<file path="src/design/kpt_pkg.sv">
// kpt_pkg: shared types and codes for the keyed property table.
// Used by every module of the block but kpt_ram; depends on nothing.

package kpt_pkg;

  localparam int NUM_SLOTS_DEF = 32;

  localparam int KEY_W   = 16;
  localparam int VALUE_W = 64;
  localparam int CMD_W   = 2;
  localparam int STAT_W  = 2;

  // request codes
  localparam logic [CMD_W-1:0] CMD_SET    = 2'd0;
  localparam logic [CMD_W-1:0] CMD_GET    = 2'd1;
  localparam logic [CMD_W-1:0] CMD_REMOVE = 2'd2;

  // result codes
  localparam logic [STAT_W-1:0] STAT_OK        = 2'd0;
  localparam logic [STAT_W-1:0] STAT_NOT_FOUND = 2'd1;
  localparam logic [STAT_W-1:0] STAT_FULL      = 2'd2;

  typedef enum logic [2:0] {
    ST_IDLE,
    ST_SCAN,
    ST_LAST,
    ST_ACT,
    ST_DONE
  } ctrl_state_t;

  // controller to datapath
  typedef struct packed {
    logic load_req;
    logic scan_en;
    logic act;
    logic out_load;
  } ctrl_cmd_t;

  // datapath to controller
  typedef struct packed {
    logic scan_last;
    logic out_busy;
  } dp_status_t;

endpackage

</file>
<file path="src/design/kpt_ram.sv">
// kpt_ram: generic simple dual-port RAM, one write and one registered read port.
// Standalone; no package use.

module kpt_ram #(
  parameter int WIDTH = 8,
  parameter int DEPTH = 32
) (
  input  logic                                      clk,
  input  logic                                      we,
  input  logic [((DEPTH > 1) ? $clog2(DEPTH) : 1)-1:0] waddr,
  input  logic [WIDTH-1:0]                          wdata,
  input  logic                                      re,
  input  logic [((DEPTH > 1) ? $clog2(DEPTH) : 1)-1:0] raddr,
  output logic [WIDTH-1:0]                          rdata
);

  logic [WIDTH-1:0] mem [DEPTH];

  always_ff @(posedge clk) begin
    if (we) begin
      mem[waddr] <= wdata;
    end
    if (re) begin
      rdata <= mem[raddr];
    end
  end

endmodule

</file>
<file path="src/design/kpt_ctrl.sv">
// kpt_ctrl: request sequencer for the keyed property table.
// Uses kpt_pkg for state, command and status types.

module kpt_ctrl (
  input  logic               clk,
  input  logic               rst,
  input  logic               s_tvalid,
  output logic               s_tready,
  input  kpt_pkg::dp_status_t dp_st,
  output kpt_pkg::ctrl_cmd_t  cmd
);

  kpt_pkg::ctrl_state_t state, state_next;

  always_ff @(posedge clk) begin
    if (rst) begin
      state <= kpt_pkg::ST_IDLE;
    end else begin
      state <= state_next;
    end
  end

  always_comb begin
    state_next = state;
    cmd        = '0;
    s_tready   = 1'b0;
    case (state)
      kpt_pkg::ST_IDLE: begin
        s_tready = 1'b1;
        if (s_tvalid) begin
          cmd.load_req = 1'b1;
          state_next   = kpt_pkg::ST_SCAN;
        end
      end
      kpt_pkg::ST_SCAN: begin
        cmd.scan_en = 1'b1;
        if (dp_st.scan_last) begin
          state_next = kpt_pkg::ST_LAST;
        end
      end
      kpt_pkg::ST_LAST: begin
        state_next = kpt_pkg::ST_ACT;
      end
      kpt_pkg::ST_ACT: begin
        cmd.act    = 1'b1;
        state_next = kpt_pkg::ST_DONE;
      end
      kpt_pkg::ST_DONE: begin
        if (!dp_st.out_busy) begin
          cmd.out_load = 1'b1;
          state_next   = kpt_pkg::ST_IDLE;
        end
      end
      default: begin
        state_next = kpt_pkg::ST_IDLE;
      end
    endcase
  end

endmodule

</file>
<file path="src/design/kpt_datapath.sv">
// kpt_datapath: request registers, slot scan, valid bits, slot RAMs and result register.
// Uses kpt_pkg and instantiates kpt_ram for keys and values.

module kpt_datapath #(
  parameter int NUM_SLOTS = kpt_pkg::NUM_SLOTS_DEF
) (
  input  logic                          clk,
  input  logic                          rst,
  input  kpt_pkg::ctrl_cmd_t            cmd,
  output kpt_pkg::dp_status_t           dp_st,
  input  logic [kpt_pkg::CMD_W-1:0]     in_cmd,
  input  logic [kpt_pkg::KEY_W-1:0]     in_key,
  input  logic [kpt_pkg::VALUE_W-1:0]   in_value,
  output logic                          out_valid,
  input  logic                          out_ready,
  output logic [kpt_pkg::STAT_W-1:0]    out_status,
  output logic [kpt_pkg::VALUE_W-1:0]   out_value
);

  localparam int IDX_W = (NUM_SLOTS > 1) ? $clog2(NUM_SLOTS) : 1;
  localparam logic [IDX_W-1:0] LAST_IDX = IDX_W'(NUM_SLOTS - 1);

  logic [kpt_pkg::CMD_W-1:0]   req_cmd;
  logic [kpt_pkg::KEY_W-1:0]   req_key;
  logic [kpt_pkg::VALUE_W-1:0] req_value;

  logic [NUM_SLOTS-1:0] valid;
  logic [IDX_W-1:0]     cnt;
  logic                 cmp_vld;
  logic [IDX_W-1:0]     cmp_idx;
  logic                 match_found;
  logic [IDX_W-1:0]     match_idx;
  logic                 free_found;
  logic [IDX_W-1:0]     free_idx;

  logic [kpt_pkg::STAT_W-1:0] res_status;
  logic                       res_get_hit;

  logic [kpt_pkg::KEY_W-1:0]   key_rdata;
  logic [kpt_pkg::VALUE_W-1:0] val_rdata;

  // action decode
  logic                       key_we, val_we, val_re, set_vld, clr_vld;
  logic [IDX_W-1:0]           wr_idx;
  logic [kpt_pkg::STAT_W-1:0] act_status;

  always_comb begin
    key_we     = 1'b0;
    val_we     = 1'b0;
    val_re     = 1'b0;
    set_vld    = 1'b0;
    clr_vld    = 1'b0;
    wr_idx     = match_idx;
    act_status = kpt_pkg::STAT_NOT_FOUND;
    case (req_cmd)
      kpt_pkg::CMD_SET: begin
        if (match_found) begin
          val_we     = cmd.act;
          act_status = kpt_pkg::STAT_OK;
        end else if (free_found) begin
          wr_idx     = free_idx;
          key_we     = cmd.act;
          val_we     = cmd.act;
          set_vld    = cmd.act;
          act_status = kpt_pkg::STAT_OK;
        end else begin
          act_status = kpt_pkg::STAT_FULL;
        end
      end
      kpt_pkg::CMD_GET: begin
        if (match_found) begin
          val_re     = cmd.act;
          act_status = kpt_pkg::STAT_OK;
        end
      end
      kpt_pkg::CMD_REMOVE: begin
        if (match_found) begin
          clr_vld    = cmd.act;
          act_status = kpt_pkg::STAT_OK;
        end
      end
      default: begin
        act_status = kpt_pkg::STAT_NOT_FOUND;
      end
    endcase
  end

  assign dp_st.scan_last = (cnt == LAST_IDX);
  assign dp_st.out_busy  = out_valid && !out_ready;

  always_ff @(posedge clk) begin
    if (cmd.load_req) begin
      req_cmd   <= in_cmd;
      req_key   <= in_key;
      req_value <= in_value;
    end
    cmp_idx <= cnt;
    if (cmd.act) begin
      res_status  <= act_status;
      res_get_hit <= (req_cmd == kpt_pkg::CMD_GET) && match_found;
    end
    if (cmd.out_load) begin
      out_status <= res_status;
      out_value  <= res_get_hit ? val_rdata : '0;
    end
  end

  always_ff @(posedge clk) begin
    if (rst) begin
      valid       <= '0;
      cnt         <= '0;
      cmp_vld     <= 1'b0;
      match_found <= 1'b0;
      free_found  <= 1'b0;
      match_idx   <= '0;
      free_idx    <= '0;
      out_valid   <= 1'b0;
    end else begin
      cmp_vld <= cmd.scan_en;
      if (cmd.load_req) begin
        cnt         <= '0;
        match_found <= 1'b0;
        free_found  <= 1'b0;
      end else if (cmd.scan_en && !dp_st.scan_last) begin
        cnt <= cnt + 1'b1;
      end
      // compare stage, one slot behind the key RAM address
      if (cmp_vld) begin
        if (valid[cmp_idx] && key_rdata == req_key && !match_found) begin
          match_found <= 1'b1;
          match_idx   <= cmp_idx;
        end
        if (!valid[cmp_idx] && !free_found) begin
          free_found <= 1'b1;
          free_idx   <= cmp_idx;
        end
      end
      if (set_vld) begin
        valid[wr_idx] <= 1'b1;
      end
      if (clr_vld) begin
        valid[wr_idx] <= 1'b0;
      end
      if (cmd.out_load) begin
        out_valid <= 1'b1;
      end else if (out_ready) begin
        out_valid <= 1'b0;
      end
    end
  end

  kpt_ram #(
    .WIDTH (kpt_pkg::KEY_W),
    .DEPTH (NUM_SLOTS)
  ) u_key_ram (
    .clk   (clk),
    .we    (key_we),
    .waddr (wr_idx),
    .wdata (req_key),
    .re    (cmd.scan_en),
    .raddr (cnt),
    .rdata (key_rdata)
  );

  kpt_ram #(
    .WIDTH (kpt_pkg::VALUE_W),
    .DEPTH (NUM_SLOTS)
  ) u_val_ram (
    .clk   (clk),
    .we    (val_we),
    .waddr (wr_idx),
    .wdata (req_value),
    .re    (val_re),
    .raddr (match_idx),
    .rdata (val_rdata)
  );

`ifndef SYNTHESIS
  a_full_when_no_room: assert property (@(posedge clk) disable iff (rst)
    (cmd.act && req_cmd == kpt_pkg::CMD_SET && !match_found && !free_found)
    |=> res_status == kpt_pkg::STAT_FULL)
    else $error("set with no match and no free slot did not report full");

  a_remove_clears: assert property (@(posedge clk) disable iff (rst)
    (cmd.act && req_cmd == kpt_pkg::CMD_REMOVE && match_found)
    |=> !valid[$past(match_idx)])
    else $error("removed slot still valid");

  a_value_only_on_ok: assert property (@(posedge clk) disable iff (rst)
    (out_valid && out_value != '0) |-> out_status == kpt_pkg::STAT_OK)
    else $error("non-zero read value with failing status");

  a_set_marks_valid: assert property (@(posedge clk) disable iff (rst)
    set_vld |=> valid[$past(wr_idx)])
    else $error("filled slot not marked valid");
`endif

endmodule

</file>
<file path="src/design/keyed_property_table.sv">
// keyed_property_table: top level of a small associative key/value table.
// Uses kpt_pkg; instantiates kpt_ctrl and kpt_datapath (which holds kpt_ram).

// A table of NUM_SLOTS key/value slots serving one request at a time: set
// (update the matching slot or fill the lowest free one, else report full),
// get (value of the matching slot, or zero and not-found) and remove (free the
// matching slot, or not-found). Every request gives exactly one result. A
// request passes through these steps, from its transfer to the loading of its
// result: accept in idle, a scan in which the key RAM is read out and compared
// one slot a cycle, a state for the last compare, one for the update and one
// to load the result register. The scan of the key RAM sets the pace: the
// block takes no new request before the previous one has been through every
// step. A new request is taken as soon as the block is back in idle, even
// while the previous result still waits on the master side; that request's
// result then waits until the register frees, and the block takes nothing
// more meanwhile. Valid bits sit in flip-flops and clear at reset; no
// clearing pass is needed.

module keyed_property_table #(
  parameter int NUM_SLOTS = kpt_pkg::NUM_SLOTS_DEF
) (
  input  logic        clk,
  input  logic        rst,
  // request stream
  input  logic        s_tvalid,
  output logic        s_tready,
  input  logic [1:0]  s_tuser,   // [1:0] cmd
  input  logic [79:0] s_tdata,   // [15:0] key, [79:16] value_in
  // result stream
  output logic        m_tvalid,
  input  logic        m_tready,
  output logic [1:0]  m_tuser,   // [1:0] status
  output logic [63:0] m_tdata    // [63:0] read_value
);

  kpt_pkg::ctrl_cmd_t  cmd;
  kpt_pkg::dp_status_t dp_st;

  kpt_ctrl u_ctrl (
    .clk      (clk),
    .rst      (rst),
    .s_tvalid (s_tvalid),
    .s_tready (s_tready),
    .dp_st    (dp_st),
    .cmd      (cmd)
  );

  // result register drives the master side directly
  kpt_datapath #(
    .NUM_SLOTS (NUM_SLOTS)
  ) u_dp (
    .clk        (clk),
    .rst        (rst),
    .cmd        (cmd),
    .dp_st      (dp_st),
    .in_cmd     (s_tuser),
    .in_key     (s_tdata[15:0]),
    .in_value   (s_tdata[79:16]),
    .out_valid  (m_tvalid),
    .out_ready  (m_tready),
    .out_status (m_tuser),
    .out_value  (m_tdata)
  );

endmodule

</file>
<file path="config.mk">
export PLATFORM = sky130hd
export DESIGN_NAME = keyed_property_table
export DESIGN_NICKNAME = d
export VERILOG_FILES = /design/src/design/kpt_pkg.sv /design/src/design/kpt_ram.sv /design/src/design/kpt_ctrl.sv /design/src/design/kpt_datapath.sv /design/src/design/keyed_property_table.sv
export SDC_FILE = /design/constraint.sdc
export NUM_CORES = 2
export LEC_CHECK = 0
export CAP_MARGIN = 20
export CORE_MARGIN = 2
export CORE_UTILIZATION = 34
export CTS_CLUSTER_DIAMETER = 30
export CTS_CLUSTER_SIZE = 25
export DETAILED_ROUTE_END_ITERATION = 6
export DONT_BUFFER_PORTS = 1
export HOLD_SLACK_MARGIN = 0.15
export SYNTH_ARGS = -nofsm -noshare
export SYNTH_HDL_FRONTEND = slang
export SYNTH_SLANG_ARGS = --single-unit
</file>
<file path="constraint.sdc">
create_clock -name clk -period 6.09 [get_ports clk]
set_input_delay 0.9135 -clock clk [delete_from_list [all_inputs] [get_ports clk]]
set_output_delay 0.9135 -clock clk [all_outputs]
set_load 0.02 [all_outputs]
</file>
==> results.cfg <==
[run_status]
outcome = finished, final reports clean

[routing]
viasPerCell = 5.170
antenna_left = 0
avgRoutedWirePerCell_um = 27.99
dr.pass1.iters = 7
drt-total-wl_mm = 265.6
vias = 49060
drcViolationCount = 0
drt_iter0_drc = 5169

[global_route]
grt_max_degree = 133
grt_pass1_wl_mm = 377.7
grt_pass1_vias = 50910
antenna_found_initial = 14
grtUsageTotal_pct = 16.40
grt_overflow_total = 0

[setup_path]
critPathLaunchType = register
crit_type = register to register
crit_fanout = 25
crit_arrival_ns = 5.23
cp-end-kind = register
crit_required_ns = 6.67

[logic_synthesis]
yosysMostFrequentCell = edfxtp_1
synth_top_area_cell = edfxtp_1
synth_commonest_cells = edfxtp_1, mux4_2, clkbuf_1
ys_warn_count = 0
async_flop_share_pct = 0
syn-num-nets = 4408
ys_types = 46
seq_area_frac_synth_pct = 79.26
ys_seq_elements = 2850
synth-edff-count = 2791
syn_area_sq_um = 107200
ys_top_cells_by_area = edfxtp_1, mux4_2, dfxtp_1
syn_avg_cell_area_sq_um = 24.84
netlist_instances = 4316
synth_flop_cell = edfxtp_1
synth_top_area_share_pct = 78.16

[place]
portBuffers = 0
gp_congestion = 0.7725
hpwl_mm = 146.0
placed_area_sq_um = 113300

[timing]
slew_headroom_pct = 23.07
timing_worst_slew_pin_value_ns = 1.154
final.setup.tns_ns = 0
finalCriticalPeriod_ns = 4.650
hold_ws_ns = 0.2597
setup_viol = 0
fin_crit_sh_pct = 76.35
skew_ns = 0.07866
rsz0062_at_grt = no
finalHoldViolations = 0
drv_slew = 0
maxClockFrequency_mhz = 215.1

[cts]
clk_pin_slew_ns = 0.04
htreeDepth = 6
cts-buffers-inserted = 529
clock_latency_ns = 0.99
cts_tree = yes
cts.sinks = 2850
post_cts_buffers = 0
cts_max_path_buffers = 4
cts_root_buf = clkbuf_16

[finish]
fin_nets = 4979
area_growth_pct = 24.13
fin_area_sq_um = 133100
drive_gt1_share_pct = 37.40
utilization_pct = 42.33

[die]
die_x_um = 565.6
io_pins = 154
dieArea_sq_um = 319900
core-area_sq_um = 314500
initial_core_util_pct = 34.10
num_rows = 206
die_h_um = 565.6

[run]
cap_violations = 0

[power_and_ir_drop]
powerDensity_nw_per_um2 = 388.6
p_total_mw = 51.73
peakVddDrop_v = 0.0003242
leakage_nw = 40.94

[worst_hold_path]
hold_path_class = primary input to register
critical path: stages (launching register included):
cell and delay [ns]:
edfxtp_1 0.43, inv_1 0.12, ha_1 0.21, nand3b_1 0.52
mux2i_1 0.72, nand3_1 0.69, nor2_4 1.04, buf_4 0.49
timing repair:
action                    4_1_cts  5_1_grt
hold endpoints to repair      121        0
hold buffers                   85        0
gates resized for setup         0        0
metal layers:
| layer | GRT usage, % | share of wire, % | vias to the layer above |
|---|---|---|---|
| met5 | 0 | 0.013 | - |
| met4 | 4.301 | 2.0 | 6 |
| met3 | 3.204 | 6.9 | 404 |
| met2 | 26.69 | 49 | 1931 |
| met1 | 22.63 | 42 | 26710 |
| li1 | - | - | 20010 |
worst paths after layout:
| check | from | endpoint | slack, ns | cells after the start |
|---|---|---|---|---|
| max | u_dp.req_cmd[0] | u_dp.u_val_ram.mem[27][55] | 1.44 | 7 |
| min | rst | u_ctrl.state[1] | 0.26 | 2 |
| max reg2reg | u_dp.req_cmd[0] | u_dp.u_val_ram.mem[27][55] | 1.44 | 7 |
| min reg2reg | u_dp.valid[13] | u_dp.valid[13] | 0.48 | 1 |
cell families (layout without fill, tap and decap cells):
group | after synthesis | in the layout | share of synthesized area, %
AOI/OAI and AO/OA | 85 | 85 | 0.5146
muxes | 911 | 911 | 18.01
buffers and inverters | 224 | 1231 | 0.9498
DFF | 2850 | 2850 | 79.26
and+or+nand+nor | 221 | 221 | 1.041
other | 0 | 7 | 0
adders and majority gates | 6 | 6 | 0.07001
xor gates and xnor gates | 19 | 19 | 0.1552
flip-flops by register name (all words and copies together), names as in the netlist, 16 cells and up:
name	count
u_dp.u_val_ram.mem	2048
u_dp.u_key_ram.mem	512
u_dp.out_value	64
u_dp.req_value	64
u_dp.u_val_ram.rdata	64
u_dp.valid	32
u_dp.req_key	16
u_dp.u_key_ram.rdata	16
final cells by class:
| type | count | area (sq um) |
|---|---|---|
| diodes | 7 | 17.52 |
| repair buffers | 256 | 3050 |
| clock inverters | 368 | 4503 |
| flip-flops and latches | 2850 | 85020 |
| fillers | 26590 | 181300 |
| multi-input cells | 1242 | 21560 |
| clock buffers | 599 | 13720 |
| well taps | 4160 | 5205 |
| inverters | 8 | 30.03 |
layout by cell type (no fill, tap or decap), types with 4 or more instances in the layout:
master and count:
nand3b_1 4, ha_1 6, buf_12 29, o21a_1 8, nand4_1 4, clkinv_8 14
clkinv_4 40, inv_6 45, dlygate4sd3_1 84, mux2_2 85, inv_1 8, mux2i_1 20
clkinvlp_4 44, nand3_1 13, nor2b_1 4, dfxtp_4 7, clkbuf_16 539, diode_2 7
o21ai_0 7, clkinv_2 71, nand2_1 22, buf_16 27, clkinv_16 14, clkinv_1 61
nor2_4 33, dfxtp_1 50, nor3_1 14, xnor2_1 16, nor2_1 15, a211oi_1 24
inv_16 12, a21oi_1 34, and2_1 65, edfxtp_1 2791, buf_4 114, clkbuf_1 59
nor2_2 32, mux4_2 806, bufinv_16 64
where the power goes:
group / leakage, nW / internal (mW) / switching (mW)
clock network: 8.76 / 19.1 / 10.3
registers: 25.6 / 21.6 / 0.0745
logic: 6.56 / 0.226 / 0.419
stage by stage:
| step | cells | worst slack, ns |
|---|---|---|
| finish | 9490 | 1.440 |
| global route | 9484 | 1.102 |
| CTS | 9456 | 1.441 |
| detailed placement | 8404 | 1.476 |
| global placement | 8398 | 1.526 |
| floorplan | 4316 | 1.108 |
(Power assumes the default switching activity.)
